## src/sv/kemt_pkg.sv

```systemverilog
`default_nettype none
package kemt_pkg;

   localparam int ENTRIES = 6;
   localparam int IDX_W   = (ENTRIES > 1) ? $clog2(ENTRIES) : 1;
   localparam int CNT_W   = $clog2(ENTRIES + 1);
   localparam int SEEN_W  = (CNT_W > 3) ? CNT_W : 3;

   localparam logic [31:0] NEVER_EXPIRES = 32'hFFFF_FFFF;
   // floor(x / 1000) for any 32-bit x is (x * DIV_MAGIC) >> DIV_SHIFT
   localparam logic [31:0] DIV_MAGIC = 32'h1062_4DD3;
   localparam int          DIV_SHIFT = 38;

   typedef enum logic [2:0] {
      FN_PUT       = 3'd0,
      FN_TICK      = 3'd1,
      FN_CLR_KEY   = 3'd2,
      FN_CLR_TOPIC = 3'd3,
      FN_READ_NTH  = 3'd4
   } func_type;

   typedef enum logic [1:0] {
      ST_IDLE,
      ST_SCAN,
      ST_DONE
   } state_type;

   typedef struct packed {
      logic [7:0]  topic;
      logic [7:0]  msg_id;
      logic [31:0] expiry;
      logic [31:0] payload;
   } entry_type;

   typedef struct packed {
      logic             en;
      logic [IDX_W-1:0] addr;
      entry_type        data;
   } wr_type;

endpackage
`default_nettype wire

```

## src/sv/kemt_store.sv

```systemverilog
`default_nettype none
module kemt_store (
   input  wire logic                       clock,
   input  wire kemt_pkg::wr_type           wr,
   input  wire logic [kemt_pkg::IDX_W-1:0] rd_addr,
   output kemt_pkg::entry_type             rd_data
);

   kemt_pkg::entry_type mem_ff [kemt_pkg::ENTRIES];
   kemt_pkg::entry_type rd_data_ff;

   always_ff @(posedge clock) begin
      if (wr.en) begin
         mem_ff[wr.addr] <= wr.data;
      end
      rd_data_ff <= mem_ff[rd_addr];
   end

   assign rd_data = rd_data_ff;

endmodule
`default_nettype wire

```

## src/sv/kemt_limit.sv

```systemverilog
`default_nettype none
module kemt_limit (
   input  wire logic        clock,
   input  wire logic [31:0] now_us,
   output logic      [31:0] limit
);

   logic [63:0] prod_in;
   logic [63:0] prod_ff;

   // us to ms by reciprocal multiply
   assign prod_in = {32'd0, now_us} * {32'd0, kemt_pkg::DIV_MAGIC};

   always_ff @(posedge clock) begin
      prod_ff <= prod_in;
   end

   assign limit = 32'(prod_ff >> kemt_pkg::DIV_SHIFT);

endmodule
`default_nettype wire

```

## src/sv/keyed_expiring_message_table.sv

```systemverilog
// steps: a scan of the entry memory at one read per cycle, then a writeback in the done
// state, then the idle state, where the next beat is taken; a new operation is accepted
// only in that idle state, so operations do not overlap
// busy is high from the accepting edge until the result beat; the receiver cannot stall
// reset clears valid marks, live count and control; entry contents are left as they are
`default_nettype none
module keyed_expiring_message_table (
   input  wire logic        clock,
   input  wire logic        reset,
   input  wire logic        start,
   output logic             busy,
   input  wire logic [2:0]  req_func,
   input  wire logic [7:0]  req_topic,
   input  wire logic [7:0]  req_msg_id,
   input  wire logic [31:0] req_expires_in,
   input  wire logic [31:0] req_now_ms,
   input  wire logic [31:0] req_now_us,
   input  wire logic [31:0] req_payload,
   input  wire logic [2:0]  req_position,
   output logic             rsp_valid,
   output logic             rsp_accepted,
   output logic             rsp_found,
   output logic [31:0]      rsp_out_payload,
   output logic [7:0]       rsp_out_topic,
   output logic [7:0]       rsp_out_msg_id,
   output logic [2:0]       rsp_live_count
);

   localparam int IDX_W  = kemt_pkg::IDX_W;
   localparam int CNT_W  = kemt_pkg::CNT_W;
   localparam int SEEN_W = kemt_pkg::SEEN_W;

   kemt_pkg::state_type state_ff, state_in;

   logic                     accept;
   logic [CNT_W-1:0]         cnt_ff, cnt_in;
   logic                     eval_vld_ff;
   logic [IDX_W-1:0]         eval_idx_ff;
   logic [kemt_pkg::ENTRIES-1:0] valid_ff, valid_in;
   logic [CNT_W-1:0]         count_ff, count_in;

   kemt_pkg::func_type       func_ff;
   logic [7:0]               topic_ff, msg_id_ff;
   logic [31:0]              span_ff, now_ms_ff, now_us_ff, payload_ff;
   logic [2:0]               position_ff;

   logic                     match_ff, match_in;
   logic [IDX_W-1:0]         match_idx_ff, match_idx_in;
   logic                     free_ff, free_in;
   logic [IDX_W-1:0]         free_idx_ff, free_idx_in;
   logic [31:0]              best_exp_ff, best_exp_in;
   logic [IDX_W-1:0]         best_idx_ff, best_idx_in;
   logic [SEEN_W-1:0]        seen_ff, seen_in;
   logic                     fnd_ff, fnd_in;
   logic [31:0]              fpay_ff, fpay_in;
   logic [7:0]               ftop_ff, ftop_in;
   logic [7:0]               fid_ff, fid_in;

   logic                     rsp_valid_ff;
   logic                     rsp_accepted_ff, rsp_found_ff;
   logic [31:0]              rsp_payload_ff;
   logic [7:0]               rsp_topic_ff, rsp_msg_id_ff;
   logic [2:0]               rsp_count_ff;

   kemt_pkg::entry_type      rd_data;
   kemt_pkg::wr_type         wr;
   logic [IDX_W-1:0]         rd_addr;
   logic [31:0]              limit;

   logic                     ent_valid, key_hit, topic_hit, free_now;
   logic                     put_op, put_ok;
   logic [IDX_W-1:0]         slot;
   logic [31:0]              new_expiry;

   kemt_store u_store (
      .clock   (clock),
      .wr      (wr),
      .rd_addr (rd_addr),
      .rd_data (rd_data)
   );

   kemt_limit u_limit (
      .clock  (clock),
      .now_us (now_us_ff),
      .limit  (limit)
   );

   assign accept = start && (state_ff == kemt_pkg::ST_IDLE);

   // next state
   always_comb begin
      state_in = state_ff;
      case (state_ff)
         kemt_pkg::ST_IDLE: begin
            if (start) begin
               state_in = kemt_pkg::ST_SCAN;
            end
         end
         kemt_pkg::ST_SCAN: begin
            if (cnt_ff == CNT_W'(kemt_pkg::ENTRIES)) begin
               state_in = kemt_pkg::ST_DONE;
            end
         end
         kemt_pkg::ST_DONE: begin
            state_in = kemt_pkg::ST_IDLE;
         end
         default: begin
            state_in = kemt_pkg::ST_IDLE;
         end
      endcase
   end

   // per-entry evaluation and put slot choice
   always_comb begin
      ent_valid = eval_vld_ff && valid_ff[eval_idx_ff];
      topic_hit = ent_valid && (rd_data.topic == topic_ff);
      key_hit   = topic_hit && (rd_data.msg_id == msg_id_ff);
      put_op    = (func_ff == kemt_pkg::FN_PUT);

      match_in     = match_ff;
      match_idx_in = match_idx_ff;
      free_in      = free_ff;
      free_idx_in  = free_idx_ff;
      best_exp_in  = best_exp_ff;
      best_idx_in  = best_idx_ff;
      seen_in      = seen_ff;
      fnd_in       = fnd_ff;
      fpay_in      = fpay_ff;
      ftop_in      = ftop_ff;
      fid_in       = fid_ff;
      free_now     = 1'b0;

      if (state_ff == kemt_pkg::ST_SCAN) begin
         case (func_ff)
            kemt_pkg::FN_PUT: begin
               if (key_hit && !match_ff) begin
                  match_in     = 1'b1;
                  match_idx_in = eval_idx_ff;
               end
               if (eval_vld_ff && !valid_ff[eval_idx_ff] && !free_ff) begin
                  free_in     = 1'b1;
                  free_idx_in = eval_idx_ff;
               end
               if (ent_valid && (rd_data.expiry < best_exp_ff)) begin
                  best_exp_in = rd_data.expiry;
                  best_idx_in = eval_idx_ff;
               end
            end
            kemt_pkg::FN_TICK: begin
               free_now = ent_valid && (rd_data.expiry < limit);
            end
            kemt_pkg::FN_CLR_KEY: begin
               if (key_hit && !match_ff) begin
                  free_now = 1'b1;
                  match_in = 1'b1;
               end
            end
            kemt_pkg::FN_CLR_TOPIC: begin
               free_now = topic_hit;
            end
            kemt_pkg::FN_READ_NTH: begin
               if (ent_valid && !fnd_ff) begin
                  if (seen_ff == SEEN_W'(position_ff)) begin
                     fnd_in  = 1'b1;
                     fpay_in = rd_data.payload;
                     ftop_in = rd_data.topic;
                     fid_in  = rd_data.msg_id;
                  end else begin
                     seen_in = seen_ff + 1'b1;
                  end
               end
            end
            default: begin
            end
         endcase
      end

      if (match_ff) begin
         slot = match_idx_ff;
      end else if (free_ff) begin
         slot = free_idx_ff;
      end else begin
         slot = best_idx_ff;
      end
      put_ok     = put_op && (match_ff || free_ff || (best_exp_ff != kemt_pkg::NEVER_EXPIRES));
      new_expiry = (span_ff == 32'd0) ? kemt_pkg::NEVER_EXPIRES : (now_ms_ff + span_ff);

      valid_in = valid_ff;
      count_in = count_ff;
      if (free_now) begin
         valid_in[eval_idx_ff] = 1'b0;
         count_in              = count_ff - 1'b1;
      end
      if ((state_ff == kemt_pkg::ST_DONE) && put_ok) begin
         valid_in[slot] = 1'b1;
         if (!match_ff && free_ff) begin
            count_in = count_ff + 1'b1;
         end
      end
   end

   // outputs and memory ports
   always_comb begin
      busy         = (state_ff != kemt_pkg::ST_IDLE);
      rd_addr      = cnt_ff[IDX_W-1:0];
      cnt_in       = (state_ff == kemt_pkg::ST_SCAN) ? (cnt_ff + 1'b1) : '0;
      wr.en        = (state_ff == kemt_pkg::ST_DONE) && put_ok;
      wr.addr      = slot;
      wr.data      = '{topic: topic_ff, msg_id: msg_id_ff, expiry: new_expiry,
                       payload: payload_ff};
   end

   always_ff @(posedge clock) begin
      if (reset) begin
         state_ff     <= kemt_pkg::ST_IDLE;
         cnt_ff       <= '0;
         eval_vld_ff  <= 1'b0;
         valid_ff     <= '0;
         count_ff     <= '0;
         rsp_valid_ff <= 1'b0;
      end else begin
         state_ff     <= state_in;
         cnt_ff       <= cnt_in;
         eval_vld_ff  <= (state_ff == kemt_pkg::ST_SCAN) &&
                         (cnt_ff < CNT_W'(kemt_pkg::ENTRIES));
         valid_ff     <= valid_in;
         count_ff     <= count_in;
         rsp_valid_ff <= (state_ff == kemt_pkg::ST_DONE);
      end
   end

   always_ff @(posedge clock) begin
      eval_idx_ff <= cnt_ff[IDX_W-1:0];
      if (accept) begin
         func_ff      <= kemt_pkg::func_type'(req_func);
         topic_ff     <= req_topic;
         msg_id_ff    <= req_msg_id;
         span_ff      <= req_expires_in;
         now_ms_ff    <= req_now_ms;
         now_us_ff    <= req_now_us;
         payload_ff   <= req_payload;
         position_ff  <= req_position;
         match_ff     <= 1'b0;
         match_idx_ff <= '0;
         free_ff      <= 1'b0;
         free_idx_ff  <= '0;
         best_exp_ff  <= kemt_pkg::NEVER_EXPIRES;
         best_idx_ff  <= '0;
         seen_ff      <= '0;
         fnd_ff       <= 1'b0;
         fpay_ff      <= '0;
         ftop_ff      <= '0;
         fid_ff       <= '0;
      end else begin
         match_ff     <= match_in;
         match_idx_ff <= match_idx_in;
         free_ff      <= free_in;
         free_idx_ff  <= free_idx_in;
         best_exp_ff  <= best_exp_in;
         best_idx_ff  <= best_idx_in;
         seen_ff      <= seen_in;
         fnd_ff       <= fnd_in;
         fpay_ff      <= fpay_in;
         ftop_ff      <= ftop_in;
         fid_ff       <= fid_in;
      end
      if (state_ff == kemt_pkg::ST_DONE) begin
         rsp_accepted_ff <= put_ok;
         rsp_found_ff    <= fnd_ff;
         rsp_payload_ff  <= fpay_ff;
         rsp_topic_ff    <= ftop_ff;
         rsp_msg_id_ff   <= fid_ff;
         rsp_count_ff    <= 3'(count_in);
      end
   end

   assign rsp_valid       = rsp_valid_ff;
   assign rsp_accepted    = rsp_accepted_ff;
   assign rsp_found       = rsp_found_ff;
   assign rsp_out_payload = rsp_payload_ff;
   assign rsp_out_topic   = rsp_topic_ff;
   assign rsp_out_msg_id  = rsp_msg_id_ff;
   assign rsp_live_count  = rsp_count_ff;

endmodule
`default_nettype wire

```

## config.mk

```make
export PLATFORM = sky130hd
export DESIGN_NAME = keyed_expiring_message_table
export DESIGN_NICKNAME = d
export VERILOG_FILES = /design/src/sv/kemt_pkg.sv /design/src/sv/kemt_store.sv /design/src/sv/kemt_limit.sv /design/src/sv/keyed_expiring_message_table.sv
export SDC_FILE = /design/constraint.sdc
export NUM_CORES = 2
export LEC_CHECK = 0
export BUFFER_PORTS_ARGS = -buffer_cell sky130_fd_sc_hd__buf_4
export CAP_MARGIN = 40
export CORE_ASPECT_RATIO = 1.75
export CORE_MARGIN = 5
export CORE_UTILIZATION = 25
export DETAILED_ROUTE_END_ITERATION = 10
export HOLD_SLACK_MARGIN = 0.08
export SYNTH_ARGS = -nofsm -noshare
export SYNTH_HDL_FRONTEND = slang
export SYNTH_SLANG_ARGS = --single-unit
```

## constraint.sdc

```tcl
create_clock -name clock -period 7.65 [get_ports clock]
set_input_delay 0.3825 -clock clock [delete_from_list [all_inputs] [get_ports clock]]
set_output_delay 0.3825 -clock clock [all_outputs]
set_load 0.02 [all_outputs]
```

==> results.json <==
{
  "status": "completed",
  "initial_core_util_pct": 25.1,
  "synth_nets": 4503,
  "min-delay-start": "req_expires_in[2]",
  "rsz0062_at_grt": "false",
  "synth_edf_count": 683,
  "wl_um": 119000,
  "synth_common_cells": "edfxtp_1 (683), inv_1 (604), ha_1 (477)",
  "multi_input_area_um2": 20400,
  "yosys_warnings": 0,
  "die_area_um2": 200000,
  "place_area_um2": 53000,
  "leakage_nw": 23.6,
  "skew_ns": 0.0680,
  "cts_buffer_depth": 3,
  "power_density_nw_per_um2": 412,
  "p_sw_w": 0.0103,
  "crit_fanout": 10,
  "portBuffers": 207,
  "cts_root_buf": "clkbuf_16",
  "fin_nets": 4936,
  "top_layer": "met4",
  "die_w_um": 341,
  "hold_viol_final": 0,
  "vias": 28139,
  "cts_resized": 0,
  "synth_top_cell_area_share_pct": 42.9,
  "worst_path_max_delay_cell": "edfxtp_1",
  "worstMarginPinSlew_ns": 0.880,
  "synthTopCellsByArea": "edfxtp_1 (43%), fa_1 (13%), ha_1 (12%), dfxtp_1 (9.1%), inv_1 (4.7%)",
  "drt_iter0_markers": 1374,
  "synth_area_um2": 47800,
  "fp.dieH_um": 588,
  "crit_required_ns": 8.18,
  "critPathLaunchType": "register",
  "wl_met3_um": 3610,
  "globalplace.congestion": 0.875,
  "slowest_delay_ns": 0.64,
  "clk_pin_slew_ns": 0.06,
  "hold_end": "span_ff[2]",
  "fin_setup_tns_ns": 0,
  "rr_startpoint": "now_us_ff[17]",
  "path_common_cell": "fa_1",
  "cts_tree": "yes",
  "p_int_w": 0.0134,
  "r2r_slack_ns": 0.34,
  "cp.depth": 23,
  "coreArea_um2": 190000,
  "ys_types": 66,
  "fin_crit_ns": 7.31,
  "num_io_pins": 208,
  "rr_worst_depth": 23,
  "seqPwrFrac_pct": 23.6,
  "syn_area_per_cell_um2": 13.4,
  "maxSlewHeadroom_pct": 41.4,
  "num-fill-cells": 19017,
  "wl_met1_um": 45200,
  "final.period_utilization_pct": 95.6,
  "netSwitchingFraction_pct": 43.3,
  "cts_made_buffers": 89,
  "via_per_inst": 4.30,
  "synthMostInstantiatedCell": "edfxtp_1",
  "grt_antenna_before_repair": 6,
  "met2_length_um": 65500,
  "synthToLayoutAreaGrowth_pct": 20.3,
  "r2r_end": "u_limit.prod_ff[48]",
  "seq_area_um2": 24900,
  "grt.overflow.total": 0,
  "drive_gt1_share_pct": 12.5,
  "synth_top_flop_cell": "edfxtp_1",
  "crit_buf_inv": 5,
  "synth-seq-cells": 900,
  "avgRoutedWirePerCell_um": 18.1,
  "remaining_drc_errors": 0,
  "dr.pass1.iters": 7,
  "clk_latency_ns": 0.73,
  "power.share.clock_pct": 18.9,
  "cts_max_level": 3,
  "grt_first_pass_wirelength_um": 182000,
  "finalSetupViolations": 0,
  "worstPathCellList": "ha_1, fa_1, fa_1, inv_1, fa_1, inv_1, fa_1, fa_1, fa_1, inv_1, fa_1, inv_1, ha_1, nand3_1, nor4_1, nand2b_1, nor3_1, a211oi_2, buf_4, o221ai_2, a41o_1, a21oi_2, xnor2_1",
  "holdPathStages": 2,
  "grtUsageTotal_pct": 11.8,
  "asyncSetResetFlopFracSynth_pct": 0,
  "grt_max_degree": 113,
  "slew_violations": 0,
  "dp_hpwl_um": 87400,
  "cap_violations": 0,
  "hp-class": "input port to register",
  "ant_nets": 0,
  "cp_top_family": "adder cells",
  "synth_cells": 3574,
  "worst-setup-path-type": "register to register",
  "fin_area_um2": 57500,
  "grt_pass1_vias": 30965,
  "combPwrFrac_pct": 57.4,
  "vdd_drop_max_mv": 0.697,
  "clock.fmax_mhz": 137,
  "clock_sinks": 900,
  "synth.largest_area_cell": "edfxtp_1",
  "seq_area_frac_synth_pct": 52.0,
  "cp_data_arrival_time_ns": 7.84,
  "rows": 212,
  "crit_path_end_kind": "register"
}
[cells by family after synthesis]
kind of cell               after synthesis  share of synthesized area, %
xor gates and xnor gates                72                          1.32
and+or+nand+nor                        532                          4.99
muxes                                  177                          5.83
adders and majority gates              776                          25.0
DFF                                    900                          52.0
buffers and inverters                  690                          5.43
AOI/OAI and AO/OA                      427                          5.43
[power by group through the flow]
stage	Sequential [W]	Clock (W)	Combinational (W)
finish	0.00560	0.00449	0.0136
global route	0.00561	0.00484	0.0153
CTS	0.00560	0.00465	0.0137
detailed placement	0.00570	0	0.0135
global placement	0.00571	0	0.0134
floorplan	0.00566	0	0.00939
[cell type report]
cell class | count | area share (%)
diodes | 1 | 0.00435
clock buffers | 124 | 4.28
clock inverters | 43 | 0.990
inverters | 605 | 3.96
multi-input cells | 1984 | 35.5
flip-flops and latches | 900 | 43.2
well taps | 2461 | 5.35
repair buffers | 427 | 6.70
[timing repair]
item,4_1_cts,5_1_grt
buffers inserted,0,0
endpoints found under the hold margin,161,0
hold buffers,152,0
[worst max-delay path by stage]
stage / startpoint / endpoint / slack [ns]
after floorplan: state_ff[1] / valid_ff[1] / 0.38
after global placement: now_us_ff[17] / u_limit.prod_ff[48] / 0.53
after detailed placement: now_us_ff[17] / u_limit.prod_ff[48] / 0.43
after CTS: now_us_ff[17] / u_limit.prod_ff[48] / 0.35
after global routing: now_us_ff[27] / u_limit.prod_ff[59] / 0.08
final: now_us_ff[17] / u_limit.prod_ff[48] / 0.34
[layout by cell type (no fill, tap or decap), drive strengths merged, types with 36 or more instances in the layout]
master       synthesis  layout
o21ai               44      44
xnor2               40      40
fa                 299     299
inv                605     612
mux2i               95      95
clkbuf              55     124
ha                 477     477
a21o                46      46
a21oi              219     219
nand2              220     220
edfxtp             683     683
nor2               153     153
mux4                81      81
buf                 30     273
dlygate4sd3          0     152
dfxtp              217     217
o211ai              36      36
[registers in the layout, indices dropped and copies added (netlist names), 23 cells and up]
signal / cells
now_ms_ff: 32
u_store.rd_data: 80
best_exp_ff: 32
span_ff: 32
u_limit.prod_ff: 23
fpay_ff: 32
rsp_out_payload: 32
now_us_ff: 32
u_store.mem_ff: 480
payload_ff: 32
[worst reg2reg max path, cell delays in order (launching register included)]
cell,delay [ns]
edfxtp_1,0.64
ha_1,0.42
fa_1,0.41
fa_1,0.49
inv_1,0.05
fa_1,0.47
inv_1,0.05
fa_1,0.49
fa_1,0.52
fa_1,0.50
inv_1,0.05
fa_1,0.52
inv_1,0.06
ha_1,0.33
nand3_1,0.20
nor4_1,0.45
nand2b_1,0.12
nor3_1,0.26
a211oi_2,0.11
buf_4,0.18
o221ai_2,0.36
a41o_1,0.29
a21oi_2,0.07
xnor2_1,0.13
[through the flow]
stage	hold slack (ns)	power [W]	util (%)	worst slack, ns	std cells
after floorplan	0.347	0.0150	-	0.383	3574
after global placement	0.411	0.0191	27.6	0.530	6210
after detailed placement	0.415	0.0192	27.8	0.426	6225
after CTS	0.317	0.0240	30.2	0.354	6544
after global routing	0.348	0.0257	30.2	0.0808	6545
final	0.390	0.0237	30.2	0.339	6545
[routing by layer]
layer  up-vias  global-route usage, %
met2       499                   22.8
met5         -                      0
met1     14154                   13.0
li1      13308                      -
met4         0                   4.33
met3       178                   1.47
Power figures use the tool's default switching activity.
